==> src/hw/rtl/ptd_pkg.sv <==
// ----------------------------------------------------------------------------
// ptd_pkg
// Shared constants and types for the trial-division primality tester.
// ----------------------------------------------------------------------------
package ptd_pkg;

  // width of the candidate port
  localparam int CandW = 32;
  // width of the tested value (low bits of the candidate, sign at the top)
  localparam int ValW = 32;
  // divisor width: covers sqrt(2^(ValW-1)) plus the wheel step
  localparam int DivW = ValW / 2 + 2;
  // bit counter width for one serial division
  localparam int CntW = $clog2(ValW);

  localparam logic [DivW-1:0] FirstDiv = DivW'(3);
  localparam logic [DivW-1:0] WheelBase = DivW'(5);
  localparam logic [DivW-1:0] WheelStep = DivW'(6);
  localparam logic [DivW-1:0] PairOffset = DivW'(2);

  typedef enum logic [1:0] {
    ST_IDLE,
    ST_DIV,
    ST_DONE
  } state_t;

  typedef enum logic [1:0] {
    PH_BY3,
    PH_BYD,
    PH_BYD2
  } phase_t;

endpackage

==> src/hw/rtl/prime_test_trial_division.sv <==
// ----------------------------------------------------------------------------
// prime_test_trial_division
// Primality test of a signed integer by trial division over the 6k+/-1 wheel.
//
// Input channel (in_valid / in_stall / candidate) takes one value per
// transaction; the output channel (out_valid / out_stall / is_prime) returns
// exactly one result per input transaction, in order.
// Negative values, 0 and 1 give 0; 2 and 3 give 1; even values give 0. These
// skip the divider. Other values go through a bit-serial restoring divider
// that retires one quotient bit per cycle, one full division per trial divisor: first
// 3, then d and d+2 for d = 5, 11, 17, ... while d <= n/d. One value is in
// work at a time; in_stall is high from acceptance until the result has been
// moved into the output register. The output register holds one finished
// result, so the next value is taken while that result waits. While
// out_stall is high the result and out_valid hold. Synchronous reset returns
// to idle with no result pending.
// ----------------------------------------------------------------------------
module prime_test_trial_division (
  input  logic                           clk,
  input  logic                           rst,
  input  logic                           in_valid,
  output logic                           in_stall,
  input  logic signed [ptd_pkg::CandW-1:0] candidate,
  output logic                           out_valid,
  input  logic                           out_stall,
  output logic                           is_prime
);

  localparam int VW = ptd_pkg::ValW;
  localparam int DW = ptd_pkg::DivW;
  localparam int CW = ptd_pkg::CntW;

  ptd_pkg::state_t state, state_next;
  ptd_pkg::phase_t phase, phase_next;

  logic [VW-1:0] held_value, held_value_next;
  logic [VW-1:0] dq, dq_next;
  logic [DW-1:0] rem, rem_next;
  logic [DW-1:0] divisor, divisor_next;
  logic [DW-1:0] trial_divisor, trial_divisor_next;
  logic [CW-1:0] count, count_next;
  logic          result, result_next;
  logic          load_out;

  logic [VW-1:0] raw;
  logic [DW:0]   rem_shift;
  logic          fits;
  logic [DW-1:0] rem_step;
  logic [VW-1:0] q_step;
  logic          accept;

  assign raw = candidate[VW-1:0];
  assign in_stall = (state != ptd_pkg::ST_IDLE);
  assign accept = in_valid && !in_stall;

  assign rem_shift = {rem, dq[VW-1]};
  assign fits = (rem_shift >= {1'b0, divisor});
  assign rem_step = fits ? DW'(rem_shift - {1'b0, divisor}) : rem_shift[DW-1:0];
  assign q_step = {dq[VW-2:0], fits};

  always_comb begin
    state_next = state;
    phase_next = phase;
    held_value_next = held_value;
    dq_next = dq;
    rem_next = rem;
    divisor_next = divisor;
    trial_divisor_next = trial_divisor;
    count_next = count;
    result_next = result;
    load_out = 1'b0;
    case (state)
      ptd_pkg::ST_IDLE: begin
        if (accept) begin
          held_value_next = raw;
          trial_divisor_next = '0;
          dq_next = raw;
          rem_next = '0;
          count_next = CW'(VW - 1);
          divisor_next = ptd_pkg::FirstDiv;
          phase_next = ptd_pkg::PH_BY3;
          if (raw[VW-1] || raw[VW-2:1] == '0) begin
            result_next = 1'b0;
            state_next = ptd_pkg::ST_DONE;
          end else if (raw[VW-2:2] == '0) begin
            result_next = 1'b1;
            state_next = ptd_pkg::ST_DONE;
          end else if (!raw[0]) begin
            result_next = 1'b0;
            state_next = ptd_pkg::ST_DONE;
          end else begin
            state_next = ptd_pkg::ST_DIV;
          end
        end
      end
      ptd_pkg::ST_DIV: begin
        dq_next = q_step;
        rem_next = rem_step;
        count_next = count - CW'(1);
        if (count == '0) begin
          dq_next = held_value;
          rem_next = '0;
          count_next = CW'(VW - 1);
          case (phase)
            ptd_pkg::PH_BY3: begin
              if (rem_step == '0) begin
                result_next = 1'b0;
                state_next = ptd_pkg::ST_DONE;
              end else begin
                trial_divisor_next = ptd_pkg::WheelBase;
                divisor_next = ptd_pkg::WheelBase;
                phase_next = ptd_pkg::PH_BYD;
              end
            end
            ptd_pkg::PH_BYD: begin
              if (q_step < VW'(trial_divisor)) begin
                result_next = 1'b1;
                state_next = ptd_pkg::ST_DONE;
              end else if (rem_step == '0) begin
                result_next = 1'b0;
                state_next = ptd_pkg::ST_DONE;
              end else begin
                divisor_next = trial_divisor + ptd_pkg::PairOffset;
                phase_next = ptd_pkg::PH_BYD2;
              end
            end
            ptd_pkg::PH_BYD2: begin
              if (rem_step == '0) begin
                result_next = 1'b0;
                state_next = ptd_pkg::ST_DONE;
              end else begin
                trial_divisor_next = trial_divisor + ptd_pkg::WheelStep;
                divisor_next = trial_divisor + ptd_pkg::WheelStep;
                phase_next = ptd_pkg::PH_BYD;
              end
            end
            default: begin
              state_next = ptd_pkg::ST_IDLE;
            end
          endcase
        end
      end
      ptd_pkg::ST_DONE: begin
        if (!out_valid || !out_stall) begin
          load_out = 1'b1;
          state_next = ptd_pkg::ST_IDLE;
        end
      end
      default: begin
        state_next = ptd_pkg::ST_IDLE;
      end
    endcase
  end

  always_ff @(posedge clk) begin
    if (rst) begin
      state <= ptd_pkg::ST_IDLE;
      phase <= ptd_pkg::PH_BY3;
      held_value <= '0;
      trial_divisor <= '0;
      count <= '0;
      out_valid <= 1'b0;
    end else begin
      state <= state_next;
      phase <= phase_next;
      held_value <= held_value_next;
      trial_divisor <= trial_divisor_next;
      count <= count_next;
      if (load_out) begin
        out_valid <= 1'b1;
      end else if (!out_stall) begin
        out_valid <= 1'b0;
      end
    end
  end

  always_ff @(posedge clk) begin
    dq <= dq_next;
    rem <= rem_next;
    divisor <= divisor_next;
    result <= result_next;
    if (load_out) begin
      is_prime <= result;
    end
  end

  // partial remainder stays below the divisor
  a_rem_bound: assert property (@(posedge clk) disable iff (rst)
    state == ptd_pkg::ST_DIV |-> rem < divisor)
    else $error("partial remainder not below divisor");

  // every trial divisor is odd
  a_div_odd: assert property (@(posedge clk) disable iff (rst)
    state == ptd_pkg::ST_DIV |-> divisor[0])
    else $error("even trial divisor");

  // divisor matches the phase: 3, the wheel base d, or d + 2
  a_div_phase: assert property (@(posedge clk) disable iff (rst)
    state == ptd_pkg::ST_DIV |->
      (phase == ptd_pkg::PH_BY3 && divisor == ptd_pkg::FirstDiv) ||
      (phase == ptd_pkg::PH_BYD && divisor == trial_divisor) ||
      (phase == ptd_pkg::PH_BYD2 && divisor == trial_divisor + ptd_pkg::PairOffset))
    else $error("divisor out of step with wheel");

  // a new result only appears after a finished test
  a_out_src: assert property (@(posedge clk) disable iff (rst)
    $rose(out_valid) |-> $past(state) == ptd_pkg::ST_DONE)
    else $error("result without finished test");

endmodule

==> config.mk <==
export PLATFORM = sky130hd
export DESIGN_NAME = prime_test_trial_division
export DESIGN_NICKNAME = d
export VERILOG_FILES = /design/src/hw/rtl/ptd_pkg.sv /design/src/hw/rtl/prime_test_trial_division.sv
export SDC_FILE = /design/constraint.sdc
export NUM_CORES = 1
export LEC_CHECK = 0
export BUFFER_PORTS_ARGS = -buffer_cell sky130_fd_sc_hd__buf_4
export CORE_UTILIZATION = 60
export CTS_CLUSTER_SIZE = 25
export DETAILED_ROUTE_END_ITERATION = 8
export PLACE_DENSITY = 0.78
export SETUP_SLACK_MARGIN = 0.2
export SYNTH_ARGS = -nofsm -noshare
export SYNTH_HDL_FRONTEND = slang
export SYNTH_SLANG_ARGS = --single-unit
export TNS_END_PERCENT = 1
==> constraint.sdc <==
create_clock -name clk -period 4.6 [get_ports clk]
set_input_delay 0.69 -clock clk [delete_from_list [all_inputs] [get_ports clk]]
set_output_delay 0.69 -clock clk [all_outputs]
set_load 0.005 [all_outputs]
==> metrics.md <==
| Metric | Value |
|---|---|
| Slowest cell on the critical path | `o211ai_2` |
| Area occupied by multi-input gates | `around 4500 µm²` |
| Setup WS pre-CTS | `0.651 ns` |
| Synth Register Bits | `130` |
| Element type at the critical path start | `register` |
| Setup repair bufs after CTS | `0` |
| Crit path max fanout | `19` |
| ANT cells | `0` |
| Initial DRC Count | `660` |
| Final-layout fill cell count | `1062` |
| Post-synth cell types | `85` |
| Multiplexer share of the synthesized area | `0.0620` |
| Total CTS buffers | `17` |
| Post-Syn Nets | `1015` |
| CP Capture Type | `register` |
| DP HPWL | `14.4 mm` |
| Clock Tree Root | `clkbuf_16` |
| Hold buffer count at cts | `0` |
| Fin Hold WS | `0.455 ns` |
| Initial Util | `0.620` |
| Site Rows | `42` |
| DR pass1 iterations | `7` |
| Die height | `119 µm` |
| FMAX | `between 200 and 250 MHz` |
| Final #Nets | `1031` |
| Die W | `119 µm` |
| Final Util | `0.695` |
| Routed WL | `20.8 mm` |
| Initial antenna violation count | `0` |
| Clock Skews | `0.00766 ns` |
| CTS HTree Levels | `4` |
| Hold Path Class | `reg2reg` |
| Post-synth EDFFs | `70` |
| Peak supply drop | `0.293 mV` |
| Slew Limit Fails | `0` |
| Area contributors post-synth | `edfxtp_1, dfxtp_1, ha_1` |
| Synth warn | `0` |
| Tmin final | `approximately 4.0 ns` |
| Post-Synth Simple-Gate Area | `0.200` |
| Gr ovfl total | `0` |
| CTS tree | `yes` |
| Tcrit/Tclk final | `0.871` |
| Total track usage | `0.300` |
| Final setup margin | `0.596 ns` |
| Register area | `3300 µm²` |
| Residual DRC | `0` |
| Max Cap Viol | `0` |
| Clk sinks | `130` |
| Syn Area/Cell | `between 8 and 9 µm²` |
| Most used DFF post-synth | `edfxtp_1` |
| RSZ-0062 raised after global routing | `false` |
| Pin count of the biggest net entering global routing | `approximately 70` |
| Cell accounting for the most synthesized area | `edfxtp_1` |
| Compound-Gate Fraction of Synth Area | `0.205` |
| Ratio of cells with drive above 1 in the final layout | `0.124` |
| Number of I/O port buffers | `38` |
| Ys async rst share | `0` |
| Post-synthesis instance total | `936` |
| Clock transition at path regs | `0.05 ns` |
| Leak | `3.46 nW` |
| Worst Tran Pin Value | `0.909 ns` |
| PostCTS Resize Cnt | `0` |
| Worst skew pair latency | `0.42 ns` |
| CP arrival | `4.11 ns` |
| Die Area | `14300 µm²` |
| Seq/Total Area, Yosys | `0.399` |
| Vias | `~7200` |
| Final setup vio count | `0` |
| Slew Limit Headroom | `0.392` |
| Crit Path Category | `reg2reg` |
| Largest family of logic cells by synthesized area | `compound AO/OA/AOI/OAI gates` |
| Netlist Area Pre-Place | `around 8300 µm²` |
| Area Growth Syn to Fin | `12.0%` |
| Adder-cell share of the synthesized area | `0.0659` |
| # IOs | `39` |
| Cells along the critical path | `inv_1 -> ha_1 -> fa_1 -> nand2b_1 -> a211oi_4 -> o21bai_1 -> and2_4 -> xnor2_1 -> and4b_1 -> o211ai_2 -> nand3_1 -> a21oi_1 -> buf_4` |
| Vias in the first global route | `slightly below 7000` |
| Critical Path Max Stage Delay | `between 0.6 and 0.7 ns` |
| Clk buf depth | `2` |
| Fin Setup TNS | `0 ns` |
| First-pass GRT wire length | `33.6 mm` |
| Drt wl/cell | `18.2 µm` |
| Pwr Density | `around 440 nW/µm²` |
| Core region area | `13300 µm²` |
| Xor/xnor share of the synthesized area | `0.0148` |
| DR vias/cell | `6.29` |
| RePlAce Congestion | `0.956` |
| Area share of the largest cell type after synthesis | `0.254` |
| Fin. Hold Viols | `0` |
| Status | `completed` |
| Remaining antenna violation count | `0` |
| Worst EP required | `approximately 4.7 ns` |
[registers in the layout, summed over array words and instances (netlist names), 2 cells and up]
| name | cells |
|---|---|
| held_value | 32 |
| trial_divisor | 18 |
| rem | 18 |
| dq | 32 |
| state | 2 |
| phase | 2 |
| divisor | 18 |
| count | 5 |
[worst max-delay path: cells and delay by family, from the launching register on]
kind	cells	cell delay (ns)
AOI/OAI and AO/OA	4	1.37
xor gates and xnor gates	1	0.18
adders and majority gates	2	0.62
buffers and inverters	2	0.35
DFF	1	0.37
and+or+nand+nor	4	0.79
[where the power goes]
| group | total, W | internal, W | leakage [nW] | switching (W) |
|---|---|---|---|---|
| combinational | 0.00122 | 0.000467 | 1.99 | 0.000751 |
| sequential | 0.00150 | 0.00141 | 1.17 | 0.0000972 |
| clock | 0.00137 | 0.000867 | 0.290 | 0.000508 |
| total | 0.00410 | 0.00274 | 3.46 | 0.00136 |
[per-layer routing]
metal	vias up	GRT usage	part of all wire
met3	52	0.0479	0.058
met2	283	0.504	0.48
met1	3387	0.383	0.43
li1	3459	-	-
met4	0	0.122	0.028
met5	-	0	0
[cell families after synthesis]
logic type / count (synthesis)
fa+ha+maj: 43
flops: 130
compound gates: 242
simple gates: 344
mux: 51
xor+xnor: 14
buf+inv: 112
[cell type report]
| type | instances | share of cell area |
|---|---|---|
| Multi-Input combinational cell | 694 | 0.490 |
| Inverter | 59 | 0.0239 |
| Clock inverter | 12 | 0.0171 |
| Tap cell | 176 | 0.0237 |
| Timing Repair Buffer | 50 | 0.0405 |
| Clock buffer | 20 | 0.0482 |
| Sequential cell | 130 | 0.356 |
[layout by cell type, fill, tap and decap left out, types with 4 or more instances in the layout]
master	netlist	layout
a21o_1	8	8
nand4_1	14	14
nand4b_1	4	4
dfxtp_1	60	60
o21ai_0	61	61
clkinv_4	0	5
xnor2_1	11	11
nor3b_1	4	4
o211ai_1	6	6
a311oi_1	5	5
nand2_1	138	138
nand3b_1	5	5
o21a_1	9	9
a21oi_1	71	71
a211oi_1	11	11
a31oi_1	5	4
a221oi_1	9	9
a221oi_2	5	5
mux2i_1	49	49
nand2b_1	10	9
inv_1	57	56
clkbuf_16	0	17
ha_1	42	42
or3_1	8	8
nor2b_1	5	5
edfxtp_1	70	70
nand3_1	26	26
buf_4	0	50
nor2_1	62	62
and3_1	9	9
nor3_1	20	20
nor4_1	19	19
[cells in the mapped netlist (6+ instances only)]
master    instances
nand2_1         138
a21oi_1          71
edfxtp_1         70
nor2_1           62
o21ai_0          61
dfxtp_1          60
inv_1            57
mux2i_1          49
ha_1             42
clkbuf_1         38
nand3_1          26
nor3_1           20
nor4_1           19
nand4_1          14
a211oi_1         11
xnor2_1          11
nand2b_1         10
a221oi_1          9
and3_1            9
o21a_1            9
a21o_1            8
buf_2             8
or3_1             8
o211ai_1          6
[worst paths after layout]
check,start,end,slack [ns],depth (start not counted)
worst max-delay path,dq[31],divisor[5],0.60,13
worst min-delay path,held_value[11],held_value[11],0.46,2
worst max register to register,dq[31],divisor[5],0.60,13
worst min register to register,held_value[11],held_value[11],0.46,2
[through the flow]
step / instances / area (µm²) / power, W
floorplan: 936 / 8280 / 0.00240
global placement: 1109 / 8670 / 0.00269
detailed placement: 1109 / 8670 / 0.00271
CTS: 1141 / 9270 / 0.00409
global route: 1141 / 9270 / 0.00428
finish: 1141 / 9270 / 0.00410
Power figures use the tool's default switching activity.
